===== src/rtl/lbsa_pkg.sv =====
`default_nettype none

package lbsa_pkg;

  // Field widths
  localparam int AMP_BITS       = 24;
  localparam int BIN_INDEX_BITS = 16;
  localparam int TBL_IDX_BITS   = 6;
  localparam int BCOUNT_BITS    = 7;
  localparam int STEP_BITS      = 24;
  localparam int FREQ_BITS      = 39;
  localparam int SUM_BITS       = AMP_BITS + BIN_INDEX_BITS;
  localparam int SPAN_BITS      = BIN_INDEX_BITS + 1;
  localparam int PROD_BITS      = SPAN_BITS + STEP_BITS;

  localparam int MAX_BOUNDARIES_DEF = 64;

  // Configuration port
  localparam int CFG_IDX_BITS  = 2;
  localparam int CFG_DATA_BITS = 24;

  localparam logic [CFG_IDX_BITS-1:0] REG_SPECTRUM_SIZE  = 2'd0;
  localparam logic [CFG_IDX_BITS-1:0] REG_BOUNDARY_COUNT = 2'd1;
  localparam logic [CFG_IDX_BITS-1:0] REG_BIN_STEP_Q8    = 2'd2;

  localparam logic [BIN_INDEX_BITS-1:0] SPECTRUM_SIZE_RST  = 16'd1024;
  localparam logic [BCOUNT_BITS-1:0]    BOUNDARY_COUNT_RST = 7'd2;
  localparam logic [STEP_BITS-1:0]      BIN_STEP_RST       = 24'd6000;

  localparam logic MODE_LOAD = 1'b0;
  localparam logic MODE_BIN  = 1'b1;

  typedef struct packed {
    logic                      mode;
    logic [TBL_IDX_BITS-1:0]   table_index;
    logic [BIN_INDEX_BITS-1:0] boundary_value;
    logic [AMP_BITS-1:0]       amplitude;
    logic                      last_bin;
  } lbsa_in_t;

  typedef struct packed {
    logic [FREQ_BITS-1:0] center_freq_q8;
    logic [AMP_BITS-1:0]  mean_amplitude;
    logic                 point_valid;
    logic                 last_point;
    logic                 size_error;
  } lbsa_out_t;

  // Controller -> datapath
  typedef struct packed {
    logic capture;  // latch bin beat
    logic tbl_wr;   // write boundary table entry
    logic rd_hi;    // read table[bp+1], else table[bp]
    logic cap_lo;
    logic cap_hi;
    logic skip;     // pass over current band
    logic add_bin;  // accumulate bin into current band
    logic finish;   // bump bin counter, clear on last bin
    logic emit;     // load output register
    logic point;    // result carries a finished band
  } lbsa_cmd_t;

  // Datapath -> controller
  typedef struct packed {
    logic in_mode;
    logic has_band;
    logic skip_band;
    logic in_band;
    logic band_end;
    logic div_done;
    logic out_free;
    logic last;
  } lbsa_stat_t;

endpackage

`default_nettype wire


===== src/rtl/log_band_spectrum_averager_core.sv =====
// Table load beat: accepted and written to the table while idle, no result.
// Bin beat: straight to the result when no band is left, else the band's boundaries
// are read, plus one table RAM read for each empty or passed-over band, plus a serial
// divide when a band closes (2 quotient bits per cycle), plus any output wait.
// One bin is in flight at a time; a finished result waits in the output register.
// Async active-low reset clears config to defaults and all spectrum state;
// the boundary table is not cleared and must be loaded before use.
`default_nettype none

module log_band_spectrum_averager_core #(
  parameter int MAX_BOUNDARIES = lbsa_pkg::MAX_BOUNDARIES_DEF
) (
  input  wire logic                               clk_i,
  input  wire logic                               rst_ni,
  input  wire logic                               in_valid_i,
  output logic                                    in_ready_o,
  input  wire lbsa_pkg::lbsa_in_t                 in_i,
  output logic                                    out_valid_o,
  input  wire logic                               out_ready_i,
  output lbsa_pkg::lbsa_out_t                     out_o,
  input  wire logic                               cfg_we_i,
  input  wire logic [lbsa_pkg::CFG_IDX_BITS-1:0]  cfg_index_i,
  input  wire logic [lbsa_pkg::CFG_DATA_BITS-1:0] cfg_data_i
);

  import lbsa_pkg::*;

  lbsa_cmd_t  cmd;
  lbsa_stat_t stat;

  lbsa_ctrl u_ctrl (
    .clk_i      (clk_i),
    .rst_ni     (rst_ni),
    .in_valid_i (in_valid_i),
    .in_ready_o (in_ready_o),
    .stat_i     (stat),
    .cmd_o      (cmd)
  );

  lbsa_datapath #(
    .MAX_BOUNDARIES (MAX_BOUNDARIES)
  ) u_datapath (
    .clk_i       (clk_i),
    .rst_ni      (rst_ni),
    .in_i        (in_i),
    .out_ready_i (out_ready_i),
    .out_valid_o (out_valid_o),
    .out_o       (out_o),
    .cfg_we_i    (cfg_we_i),
    .cfg_index_i (cfg_index_i),
    .cfg_data_i  (cfg_data_i),
    .cmd_i       (cmd),
    .stat_o      (stat)
  );

endmodule

`default_nettype wire


===== src/rtl/lbsa_ram.sv =====
`default_nettype none

module lbsa_ram #(
  parameter int WIDTH = 16,
  parameter int DEPTH = 64
) (
  input  wire logic                                    clk_i,
  input  wire logic                                    we_i,
  input  wire logic [(DEPTH > 1 ? $clog2(DEPTH) : 1)-1:0] waddr_i,
  input  wire logic [WIDTH-1:0]                        wdata_i,
  input  wire logic [(DEPTH > 1 ? $clog2(DEPTH) : 1)-1:0] raddr_i,
  output logic      [WIDTH-1:0]                        rdata_o
);

  logic [WIDTH-1:0] mem [DEPTH];
  logic [WIDTH-1:0] rdata_q;

  always_ff @(posedge clk_i) begin
    if (we_i) begin
      mem[waddr_i] <= wdata_i;
    end
    rdata_q <= mem[raddr_i];
  end

  assign rdata_o = rdata_q;

endmodule

`default_nettype wire


===== src/rtl/lbsa_div.sv =====
`default_nettype none

// Restoring divider, two quotient bits per cycle.
module lbsa_div #(
  parameter int DW = 40,
  parameter int VW = 16
) (
  input  wire logic          clk_i,
  input  wire logic          rst_ni,
  input  wire logic          start_i,
  input  wire logic [DW-1:0] dividend_i,
  input  wire logic [VW-1:0] divisor_i,
  output logic               done_o,
  output logic      [DW-1:0] quotient_o
);

  localparam int STEPS = (DW + 1) / 2;
  localparam int CNTW  = (STEPS > 1) ? $clog2(STEPS) : 1;

  logic [DW-1:0]   quo_q, quo_d;
  logic [VW:0]     rem_q, rem_d;
  logic [VW-1:0]   dvs_q;
  logic [CNTW-1:0] cnt_q;
  logic            busy_q;
  logic            done_q;

  always_comb begin
    logic [VW:0]   r;
    logic [DW-1:0] q;
    r = rem_q;
    q = quo_q;
    for (int j = 0; j < 2; j++) begin
      r = {r[VW-1:0], q[DW-1]};
      q = {q[DW-2:0], 1'b0};
      if (r >= {1'b0, dvs_q}) begin
        r    = r - {1'b0, dvs_q};
        q[0] = 1'b1;
      end
    end
    rem_d = r;
    quo_d = q;
  end

  always_ff @(posedge clk_i or negedge rst_ni) begin
    if (!rst_ni) begin
      busy_q <= 1'b0;
      done_q <= 1'b0;
      cnt_q  <= '0;
    end else begin
      done_q <= 1'b0;
      if (start_i) begin
        busy_q <= 1'b1;
        cnt_q  <= CNTW'(STEPS - 1);
      end else if (busy_q) begin
        if (cnt_q == '0) begin
          busy_q <= 1'b0;
          done_q <= 1'b1;
        end else begin
          cnt_q <= cnt_q - 1'b1;
        end
      end
    end
  end

  always_ff @(posedge clk_i) begin
    if (start_i) begin
      quo_q <= dividend_i;
      rem_q <= '0;
      dvs_q <= divisor_i;
    end else if (busy_q) begin
      quo_q <= quo_d;
      rem_q <= rem_d;
    end
  end

  assign done_o     = done_q;
  assign quotient_o = quo_q;

endmodule

`default_nettype wire


===== src/rtl/lbsa_datapath.sv =====
`default_nettype none

module lbsa_datapath #(
  parameter int MAX_BOUNDARIES = lbsa_pkg::MAX_BOUNDARIES_DEF
) (
  input  wire logic                                  clk_i,
  input  wire logic                                  rst_ni,
  input  wire lbsa_pkg::lbsa_in_t                    in_i,
  input  wire logic                                  out_ready_i,
  output logic                                       out_valid_o,
  output lbsa_pkg::lbsa_out_t                        out_o,
  input  wire logic                                  cfg_we_i,
  input  wire logic [lbsa_pkg::CFG_IDX_BITS-1:0]     cfg_index_i,
  input  wire logic [lbsa_pkg::CFG_DATA_BITS-1:0]    cfg_data_i,
  input  wire lbsa_pkg::lbsa_cmd_t                   cmd_i,
  output lbsa_pkg::lbsa_stat_t                       stat_o
);

  import lbsa_pkg::*;

  localparam int AW  = (MAX_BOUNDARIES > 1) ? $clog2(MAX_BOUNDARIES) : 1;
  localparam int BPW = $clog2(MAX_BOUNDARIES + 1);

  // Configuration
  logic [BIN_INDEX_BITS-1:0] size_q;
  logic [BCOUNT_BITS-1:0]    bcount_q;
  logic [STEP_BITS-1:0]      step_q;

  always_ff @(posedge clk_i or negedge rst_ni) begin
    if (!rst_ni) begin
      size_q   <= SPECTRUM_SIZE_RST;
      bcount_q <= BOUNDARY_COUNT_RST;
      step_q   <= BIN_STEP_RST;
    end else if (cfg_we_i) begin
      case (cfg_index_i)
        REG_SPECTRUM_SIZE:  size_q   <= cfg_data_i[BIN_INDEX_BITS-1:0];
        REG_BOUNDARY_COUNT: bcount_q <= cfg_data_i[BCOUNT_BITS-1:0];
        REG_BIN_STEP_Q8:    step_q   <= cfg_data_i[STEP_BITS-1:0];
        default: ;
      endcase
    end
  end

  // Spectrum state
  logic [BPW-1:0]            bp_q;
  logic [SUM_BITS-1:0]       sum_q;
  logic [BIN_INDEX_BITS-1:0] bins_q;
  logic [BIN_INDEX_BITS-1:0] lower_q;
  logic [BIN_INDEX_BITS-1:0] counter_q;
  logic                      last_q;
  logic                      out_valid_q;

  // Payload registers
  logic [AMP_BITS-1:0]       amp_q;
  logic [BIN_INDEX_BITS-1:0] lo_q, hi_q;
  logic [SPAN_BITS-1:0]      span_q;
  logic [PROD_BITS-1:0]      prod_q;
  lbsa_out_t                 out_q;

  logic [BIN_INDEX_BITS-1:0] rdata;
  logic [BPW-1:0]            bp_inc;
  logic [BPW-1:0]            active_cnt;
  logic                      tbl_we;
  logic [BIN_INDEX_BITS-1:0] upper;
  logic                      band_end;
  logic [BIN_INDEX_BITS-1:0] lower_new;
  logic [SUM_BITS-1:0]       sum_new;
  logic [BIN_INDEX_BITS-1:0] bins_new;
  logic                      div_start;
  logic                      div_done;
  logic [SUM_BITS-1:0]       quotient;
  logic [FREQ_BITS-1:0]      freq;
  logic                      size_err;

  assign bp_inc = bp_q + 1'b1;

  always_comb begin
    if (32'(bcount_q) > 32'(MAX_BOUNDARIES)) begin
      active_cnt = BPW'(MAX_BOUNDARIES);
    end else begin
      active_cnt = BPW'(bcount_q);
    end
  end

  assign tbl_we = cmd_i.tbl_wr && (32'(in_i.table_index) < 32'(MAX_BOUNDARIES));

  lbsa_ram #(
    .WIDTH (BIN_INDEX_BITS),
    .DEPTH (MAX_BOUNDARIES)
  ) u_table (
    .clk_i   (clk_i),
    .we_i    (tbl_we),
    .waddr_i (AW'(in_i.table_index)),
    .wdata_i (in_i.boundary_value),
    .raddr_i (cmd_i.rd_hi ? AW'(bp_inc) : AW'(bp_q)),
    .rdata_o (rdata)
  );

  // hi_q > counter_q whenever the band is not skipped, so upper never wraps there
  assign upper     = hi_q - 1'b1;
  assign band_end  = (counter_q == upper);
  assign lower_new = (bins_q == '0) ? lo_q : lower_q;
  assign sum_new   = sum_q + SUM_BITS'(amp_q);
  assign bins_new  = bins_q + 1'b1;
  assign div_start = cmd_i.add_bin && band_end;

  lbsa_div #(
    .DW (SUM_BITS),
    .VW (BIN_INDEX_BITS)
  ) u_div (
    .clk_i      (clk_i),
    .rst_ni     (rst_ni),
    .start_i    (div_start),
    .dividend_i (sum_new),
    .divisor_i  (bins_new),
    .done_o     (div_done),
    .quotient_o (quotient)
  );

  always_ff @(posedge clk_i or negedge rst_ni) begin
    if (!rst_ni) begin
      bp_q        <= '0;
      sum_q       <= '0;
      bins_q      <= '0;
      lower_q     <= '0;
      counter_q   <= '0;
      last_q      <= 1'b0;
      out_valid_q <= 1'b0;
    end else begin
      if (cmd_i.capture) begin
        last_q <= in_i.last_bin;
      end
      if (cmd_i.skip) begin
        bp_q   <= bp_inc;
        sum_q  <= '0;
        bins_q <= '0;
      end else if (cmd_i.add_bin) begin
        lower_q <= lower_new;
        if (band_end) begin
          bp_q   <= bp_inc;
          sum_q  <= '0;
          bins_q <= '0;
        end else begin
          sum_q  <= sum_new;
          bins_q <= bins_new;
        end
      end
      if (cmd_i.finish) begin
        if (last_q) begin
          counter_q <= '0;
          bp_q      <= '0;
          sum_q     <= '0;
          bins_q    <= '0;
          lower_q   <= '0;
        end else if (counter_q != '1) begin
          counter_q <= counter_q + 1'b1;
        end
      end
      if (cmd_i.emit) begin
        out_valid_q <= 1'b1;
      end else if (out_ready_i) begin
        out_valid_q <= 1'b0;
      end
    end
  end

  // Saturate the Q8 centre frequency to 39 bits
  assign freq = prod_q[PROD_BITS-1] ? '1 : prod_q[FREQ_BITS:1];

  // bin count is counter+1, which also covers a saturated counter
  assign size_err = ({1'b0, counter_q} + {{BIN_INDEX_BITS{1'b0}}, 1'b1}) != {1'b0, size_q};

  always_ff @(posedge clk_i) begin
    if (cmd_i.capture) begin
      amp_q <= in_i.amplitude;
    end
    if (cmd_i.cap_lo) begin
      lo_q <= rdata;
    end else if (cmd_i.skip) begin
      lo_q <= hi_q;
    end
    if (cmd_i.cap_hi) begin
      hi_q <= rdata;
    end
    if (div_start) begin
      span_q <= {1'b0, lower_new} + {1'b0, upper};
    end
    prod_q <= PROD_BITS'(span_q) * PROD_BITS'(step_q);
    if (cmd_i.emit) begin
      out_q.center_freq_q8 <= cmd_i.point ? freq : '0;
      out_q.mean_amplitude <= cmd_i.point ? quotient[AMP_BITS-1:0] : '0;
      out_q.point_valid    <= cmd_i.point;
      out_q.last_point     <= last_q;
      out_q.size_error     <= last_q && size_err;
    end
  end

  assign out_valid_o = out_valid_q;
  assign out_o       = out_q;

  always_comb begin
    stat_o           = '0;
    stat_o.in_mode   = in_i.mode;
    stat_o.has_band  = bp_inc < active_cnt;
    stat_o.skip_band = (hi_q <= lo_q) || (hi_q <= counter_q);
    stat_o.in_band   = counter_q >= lo_q;
    stat_o.band_end  = band_end;
    stat_o.div_done  = div_done;
    stat_o.out_free  = !out_valid_q || out_ready_i;
    stat_o.last      = last_q;
  end

endmodule

`default_nettype wire


===== src/rtl/lbsa_ctrl.sv =====
`default_nettype none

module lbsa_ctrl (
  input  wire logic                 clk_i,
  input  wire logic                 rst_ni,
  input  wire logic                 in_valid_i,
  output logic                      in_ready_o,
  input  wire lbsa_pkg::lbsa_stat_t stat_i,
  output lbsa_pkg::lbsa_cmd_t       cmd_o
);

  import lbsa_pkg::*;

  typedef enum logic [3:0] {
    S_IDLE,
    S_TEST,
    S_LO,
    S_LOW,
    S_NEXT,
    S_HI,
    S_HIW,
    S_CHECK,
    S_DIV,
    S_RESULT
  } state_e;

  state_e state_q, state_d;
  logic   done_q, done_d;
  logic   need_out;

  assign in_ready_o = (state_q == S_IDLE);
  assign need_out   = done_q || stat_i.last;

  always_comb begin
    state_d = state_q;
    done_d  = done_q;
    cmd_o   = '0;
    case (state_q)
      S_IDLE: begin
        if (in_valid_i) begin
          if (stat_i.in_mode == MODE_BIN) begin
            cmd_o.capture = 1'b1;
            done_d        = 1'b0;
            state_d       = S_TEST;
          end else begin
            cmd_o.tbl_wr = 1'b1;
          end
        end
      end
      S_TEST: begin
        state_d = stat_i.has_band ? S_LO : S_RESULT;
      end
      // table address defaults to bp, so table[bp] is being read here
      S_LO: begin
        state_d = S_LOW;
      end
      S_LOW: begin
        cmd_o.cap_lo = 1'b1;
        cmd_o.rd_hi  = 1'b1;
        state_d      = S_HIW;
      end
      // after a skip the old upper boundary already sits in lo
      S_NEXT: begin
        state_d = stat_i.has_band ? S_HI : S_RESULT;
      end
      S_HI: begin
        cmd_o.rd_hi = 1'b1;
        state_d     = S_HIW;
      end
      S_HIW: begin
        cmd_o.cap_hi = 1'b1;
        state_d      = S_CHECK;
      end
      S_CHECK: begin
        if (stat_i.skip_band) begin
          cmd_o.skip = 1'b1;
          state_d    = S_NEXT;
        end else if (stat_i.in_band) begin
          cmd_o.add_bin = 1'b1;
          if (stat_i.band_end) begin
            done_d  = 1'b1;
            state_d = S_DIV;
          end else begin
            state_d = S_RESULT;
          end
        end else begin
          state_d = S_RESULT;
        end
      end
      S_DIV: begin
        if (stat_i.div_done) begin
          state_d = S_RESULT;
        end
      end
      S_RESULT: begin
        if (!need_out || stat_i.out_free) begin
          cmd_o.finish = 1'b1;
          cmd_o.emit   = need_out;
          cmd_o.point  = done_q;
          state_d      = S_IDLE;
        end
      end
      default: begin
        state_d = S_IDLE;
      end
    endcase
  end

  always_ff @(posedge clk_i or negedge rst_ni) begin
    if (!rst_ni) begin
      state_q <= S_IDLE;
      done_q  <= 1'b0;
    end else begin
      state_q <= state_d;
      done_q  <= done_d;
    end
  end

  a_emit_into_free_slot : assert property (@(posedge clk_i) disable iff (!rst_ni)
    cmd_o.emit |-> stat_i.out_free)
    else $error("result loaded while output beat still pending");

  a_skip_needs_band : assert property (@(posedge clk_i) disable iff (!rst_ni)
    cmd_o.skip |-> stat_i.has_band)
    else $error("band skipped past end of table");

  a_check_has_band : assert property (@(posedge clk_i) disable iff (!rst_ni)
    (state_q == S_CHECK) |-> stat_i.has_band)
    else $error("band check without a valid band");

  a_div_done_waited : assert property (@(posedge clk_i) disable iff (!rst_ni)
    stat_i.div_done |-> (state_q == S_DIV))
    else $error("divider finished while controller not waiting");

endmodule

`default_nettype wire


===== config.mk =====
export PLATFORM = sky130hd
export DESIGN_NAME = log_band_spectrum_averager_core
export DESIGN_NICKNAME = d
export VERILOG_FILES = /design/src/rtl/lbsa_pkg.sv /design/src/rtl/log_band_spectrum_averager_core.sv /design/src/rtl/lbsa_ram.sv /design/src/rtl/lbsa_div.sv /design/src/rtl/lbsa_datapath.sv /design/src/rtl/lbsa_ctrl.sv
export SDC_FILE = /design/constraint.sdc
export NUM_CORES = 2
export LEC_CHECK = 0
export BUFFER_PORTS_ARGS = -buffer_cell sky130_fd_sc_hd__buf_2
export CELL_PAD_IN_SITES_DETAIL_PLACEMENT = 1
export CELL_PAD_IN_SITES_GLOBAL_PLACEMENT = 1
export CORE_ASPECT_RATIO = 1.4
export CORE_MARGIN = 3
export CORE_UTILIZATION = 45
export DETAILED_ROUTE_END_ITERATION = 6
export PLACE_DENSITY = 0.76
export SLEW_MARGIN = 0
export SYNTH_ARGS = -nofsm -noshare
export SYNTH_HDL_FRONTEND = slang
export SYNTH_SLANG_ARGS = --single-unit

===== constraint.sdc =====
create_clock -name clk_i -period 6.5 [get_ports clk_i]
set_input_delay 1.3 -clock clk_i [delete_from_list [all_inputs] [get_ports clk_i]]
set_output_delay 1.3 -clock clk_i [all_outputs]
set_load 0.05 [all_outputs]

Word-level counts from Yosys, hierarchy flattened
Memories as Yosys holds them, arrays and structs flattened. A register that Yosys moved wholly into a read port is not among the register bits.
Cells that the tools add are included.
Widths: inputs -> output; s select.
{ "word_totals": {"romBits": 0, "out_inout_bits": 68, "register_bits": 408, "latchBits": 0, "memories": 1, "ram_bits": 1024, "wordCells": 169} }
{ "mem_list": {"columns": ["name", "depth", "width", "rd", "rd_ports_with_merged_regs", "wr", "line_no", "source"], "rows": [
  ["u_datapath.u_table.mem", 64, 16, 1, 1, 1, "lbsa_ram.sv:15", "logic [WIDTH-1:0] mem [DEPTH];"]
]} }
{ "op_classes": {"bitwise": 0, "n_addsub": 10, "div": 0, "eq_ne": 22, "magnitude_cmp": 7, "muxes": 75, "shift": 0, "n_reduce_logical": 25, "mul": 1} }
{ "op_table": {"columns": ["cell", "count"], "rows": [
  ["$mux 40", 7],
  ["$mux 16", 16],
  ["$mux 7", 6],
  ["$mul 17x24->41", 1],
  ["$add 40x24->40", 1],
  ["$mux 39", 1],
  ["$pmux 4 s9", 1],
  ["$ge 17x16->1", 2],
  ["$add 16x1->16 const B", 2],
  ["$le 16x16->1", 2],
  ["$mux 4", 8],
  ["$sub 16x16->16", 2],
  ["$mux 1", 26],
  ["$add 16x1->17 const B", 1],
  ["$add 16x16->17", 1],
  ["$ne 17x16->1", 1],
  ["$eq 16x16->1", 1],
  ["$eq 4x3->1 const B", 4],
  ["$ge 16x16->1", 1],
  ["$logic_not 16->1", 1],
  ["$ne 16x16->1 const B", 1],
  ["$sub 16x1->16 const B", 1],
  ["$mux 5", 3],
  ["$ne 2x1->1 const B", 5],
  ["25 further kinds", 45]
]} }

Depth between registers and ports, before layout
{ "logic_depth": {"word_depth": 8, "depth_mapped": 27, "ltp_nobuf": 24} }

By module
A second synthesis with hierarchy kept.
{ "hier_totals": {"cells_unflattened": 5379, "hier_area_um2": 75209.6} }
{ "modules_own_cells": {"columns": ["mod", "area_each_um2", "instances", "cells_per_inst"], "rows": [
  ["lbsa_ram", 40042.2, 1, 1829],
  ["lbsa_datapath", 29560.9, 1, 3023],
  ["lbsa_div", 5153.7, 1, 469],
  ["lbsa_ctrl", 452.9, 1, 58]
]} }

Least setup slack after synthesis
OpenSTA, ideal clock, no wires.
{ "synth_timing": {"path_type": "register to register", "from": "reg u_datapath.step_q[9]", "to": "reg u_datapath.prod_q[38]", "required_time_ps": 6384, "synth_period_minus_slack_ps": 6581, "arrival_ps": 6466, "path_stages_with_launch": 27, "setup_slack_ps": -81, "setup_ps": 116, "cell_sequence": "dfstp_2 -> clkbuf_1 -> clkbuf_1 -> nand2_1 -> fa_1 -> inv_1 -> fa_1 -> inv_1 -> fa_1 -> inv_1 -> fa_1 -> fa_1 -> inv_1 -> fa_1 -> inv_1 -> ha_1 -> clkbuf_1 -> nand4_1 -> nor4_1 -> o21ai_0 -> a31oi_1 -> a211o_1 -> nand3_1 -> a21bo_2 -> a21bo_2 -> mux2i_1 -> and3_1"} }
{ "synth_via": {"elab_chain_len": 1} }
{ "synth_rtl": {"columns": ["item", "line_no", "source"], "rows": [
  ["start, declared", "lbsa_datapath.sv:27", "logic [STEP_BITS-1:0] step_q;"],
  ["start signal, assigned", "lbsa_datapath.sv:38", "REG_BIN_STEP_Q8: step_q <= cfg_data_i[STEP_BITS-1:0];"],
  ["$mul 17x24->41", "lbsa_datapath.sv:188", "prod_q <= PROD_BITS'(span_q) * PROD_BITS'(step_q);"],
  ["end signal, assigned", "lbsa_datapath.sv:188", null],
  ["end, declared", "lbsa_datapath.sv:57", "logic [PROD_BITS-1:0] prod_q;"]
]} }
Every way passes these cells.
A chain may end at the register's enable or synchronous reset.

Worst setup path in the final report
{ "layout_timing": {"from": "reg u_datapath.step_q[8]", "to": "reg u_datapath.prod_q[38]"} }
The elaborated chain is that of the path after synthesis.

==> metrics.md <==
| Metric | Value |
|---|---|
| CTS Buffer Depth | 3 |
| Multi-input gate area | 29600 um^2 |
| Cts hold-fix bufs | 0 |
| Async set-reset flop share out of synthesis | 10.8% |
| Setup crit end kind | flop |
| H-tree level count | 4 |
| Vias in the first global route | 47600 |
| Period minus WS final | 6.56 ns |
| Worst setup margin | -0.0649 ns |
| DP HPWL | 131000 um |
| Worst Tran Pin Value | 1.32 ns |
| Ys flop type | edfxtp_1 |
| Num CTS Buffers | 141 |
| Syn nets | 5800 |
| Sequential cell area fraction in the yosys report | 56.6% |
| Worst path required time | 7.16 ns |
| Reg clk slew, reported paths | 0.06 ns |
| Outcome | complete, but fails checks |
| Nets | 6057 |
| Core area | 163000 um^2 |
| GP Congestion | 0.891 |
| All-Layer GR Usage | 22.6% |
| Die area | 170000 um^2 |
| I/O Pins | 147 |
| Critical path fanouts, max | 9 |
| Vias per cell | 5.65 |
| DIE HEIGHT | 486 um |
| Storage cell area | 42000 um^2 |
| Data arrival time at the worst-slack endpoint | 7.23 ns |
| DIE WIDTH | 349 um |
| Largest net degree at the start of global routing | 137 |
| Worst relative slew slack | 12.1% |
| Syn-to-layout area delta | 12.4% |
| Synthesized instance count | 5140 |
| GRT Residual Overflow | 0 |
| Final Hold Vio Count | 0 |
| Hold WC Path Type | in -> async |
| Setup slack after placement | -0.162 ns |
| RSZ-0062 raised after global routing | true |
| Clock Latency Late Sink | 0.79 ns |
| Tcrit/Tclk final | 101% |
| Final setup skew | 0.0372 ns |
| Synth top area cells | edfxtp_1, mux4_2, fa_1 |
| Startpoint types | flop |
| Max-cap viol count | 0 |
| Fin. max-slew vios | 0 |
| CTS tree | yes |
| Cell taking the most area after synthesis | edfxtp_1 |
| Yosys top cell area share | 49.4% |
| Pre-antenna DRT Iters | 5 |
| WL/cell | 24.8 um |
| YS warnings | 0 |
| Count of cell types in the netlist | 83 |
| CTS Root Cell | clkbuf_16 |
| Share of cells above drive strength 1 | 19.4% |
| Fmax | 0.152 GHz |
| Syn Area/Cell | 14.4 um^2 |
| Fin Hold WS | 0.368 ns |
| DRT antenna net count | 0 |
| Initial Utilization | 45.4% |
| Via count | 43100 |
| Num Clock Sinks | 1447 |
| Setup-failing EPs final | 3 |
| Crit Path Class | reg -> reg |
| FP Rows | 175 |
| FF+latch count, synth | 1447 |
| EDFF count, synth | 1219 |
| FF-to-FF path depth | 24 |
| Global-route wire length before repair | 291000 um |
| Port Buf Inserts | 146 |
| Initial antenna violation count | 1 |
| Fillers | 15900 |
| Mapped Area | 74100 um^2 |
| Failing checks | negative setup slack |
| Drt total wl | 189000 um |
| Drt drc | 0 |
| 1st-iter DRT viols | 3054 |
-- cells in the mapped netlist, types with 7 or more instances --
cell and instances:
a22o_1 7, a21o_1 44, nor2_1 289, xor2_1 74, fa_1 333, ha_1 248, o31ai_1 11, nor4_1 14
mux4_2 336, inv_1 506, nand3b_1 12, o21bai_1 12, or3_1 22, buf_2 27, mux2i_1 11, a21oi_1 147
o211ai_1 14, a22oi_1 23, dfxtp_1 72, and2_1 173, o21a_1 28, a211oi_1 13, edfxtp_1 1219, nor2b_1 21
o2111ai_1 7, o22ai_1 7, nor3_1 48, clkbuf_1 183, and3_1 53, mux2_2 97, o21ai_0 151, buf_1 12
nand3_1 56, dfrtp_1 147, xnor2_1 120, nand2_1 430, nand4_1 21, nand2b_1 23, dfstp_2 9, a31oi_1 23
-- layout by cell type, fill, tap and decap left out, drive strengths merged, types with 56 or more instances in the layout --
master / n
mux4: 336
xor2: 74
a21oi: 148
edfxtp: 1219
fa: 333
inv: 510
xnor2: 120
nor2: 289
buf: 342
ha: 248
clkinv: 60
o21ai: 152
clkbuf: 174
mux2: 97
dfrtp: 147
nand3: 56
dfxtp: 72
and2: 173
nand2: 430
-- cell families (layout without fill, tap and decap cells) --
kind of cell,Yosys count,count (layout),synth area share [%]
adders and majority gates,581,581,13.2
DFF,1447,1447,56.6
xor gates and xnor gates,195,195,2.32
buffers and inverters,735,1107,3.82
muxes,444,444,11.8
AOI/OAI and AO/OA,538,538,4.52
and+or+nand+nor,1200,1200,7.67
other,0,2,0
-- worst paths after layout --
check | startpoint | end | slack [ns]
worst min-delay path | rst_ni | u_datapath.sum_q[3] | 0.37
worst max register to register | u_datapath.step_q[8] | u_datapath.prod_q[38] | -0.06
min in group clk_i | u_datapath.u_table.rdata_o[14] | u_datapath.hi_q[14] | 0.43
worst max-delay path | u_datapath.step_q[8] | u_datapath.prod_q[38] | -0.06
worst min register to register | u_datapath.u_table.rdata_o[14] | u_datapath.hi_q[14] | 0.43
max in group asynchronous | rst_ni | u_datapath.step_q[11] | 4.92
-- layout make-up --
cell class,instances,share of cell area (%)
clock inverters,85,1.10
inverters,506,2.28
clock buffers,173,4.52
diodes,2,0.00601
multi-input cells,2958,35.5
well taps,2124,3.19
repair buffers,343,2.99
flip-flops and latches,1447,50.4
-- stage by stage --
stage | utilization (%) | area (um^2) | std cells | setup TNS (ns)
2_1_floorplan | - | 74100 | 5140 | 0
3_3_place_gp | 48.0 | 78200 | 7363 | -0.0134
3_5_place_dp | 48.0 | 78200 | 7363 | -0.659
4_1_cts | 50.9 | 83000 | 7631 | 0
5_1_grt | 51.0 | 83300 | 7637 | -1.33
6_report | 51.0 | 83300 | 7638 | -0.112
-- sequential cells by signal (all words and copies together), names as in the netlist, 7 cells and up --
signal                       count
u_datapath.step_q               24
u_datapath.u_div.rem_q          16
u_datapath.lo_q                 16
u_datapath.size_q               16
u_datapath.amp_q                24
u_datapath.u_table.mem        1024
u_datapath.out_o                66
u_datapath.counter_q            16
u_datapath.prod_q               40
u_datapath.sum_q                40
u_datapath.u_div.dvs_q          16
u_datapath.span_q               17
u_datapath.lower_q              16
u_datapath.u_table.rdata_o      16
u_datapath.bcount_q              7
u_datapath.u_div.quotient_o     40
u_datapath.hi_q                 16
u_datapath.bins_q               16
u_datapath.bp_q                  7
-- what timing repair did --
| item | 4_1_cts | 5_1_grt |
|---|---|---|
| buffers inserted | 10 | 5 |
| pin swaps | 4 | 16 |
| gates resized for setup | 11 | 38 |
| cloned | 0 | 1 |
| endpoints found under the setup margin | 8 | 15 |
-- critical path, cell delays in order (launching register included) --
cell,delay (ns)
dfstp_2,0.62
buf_12,0.14
nand2_1,0.07
fa_1,0.54
inv_1,0.05
fa_1,0.48
fa_1,0.59
fa_2,0.45
fa_1,0.50
inv_1,0.05
fa_1,0.47
inv_1,0.06
ha_4,0.27
buf_6,0.12
o211ai_1,0.11
o211ai_1,0.27
a31oi_2,0.19
a31oi_4,0.21
buf_6,0.15
a211o_1,0.20
nand3_2,0.13
a21bo_4,0.24
a21bo_2,0.22
mux2i_1,0.12
and3_1,0.17
-- metal layers --
layer | wire length, um | track usage, % | vias to the layer above | part of all wire [%]
li1 | - | - | 19100 | -
met1 | 72900 | 27.2 | 22700 | 39
met2 | 103000 | 41.8 | 1066 | 54
met3 | 7390 | 2.88 | 314 | 3.9
met4 | 6210 | 7.16 | 0 | 3.3
met5 | 0 | 0 | - | 0
Power is left out: the tool's default activity adds up to more than one toggle a clock period on the data nets, which glitch-free logic cannot reach.
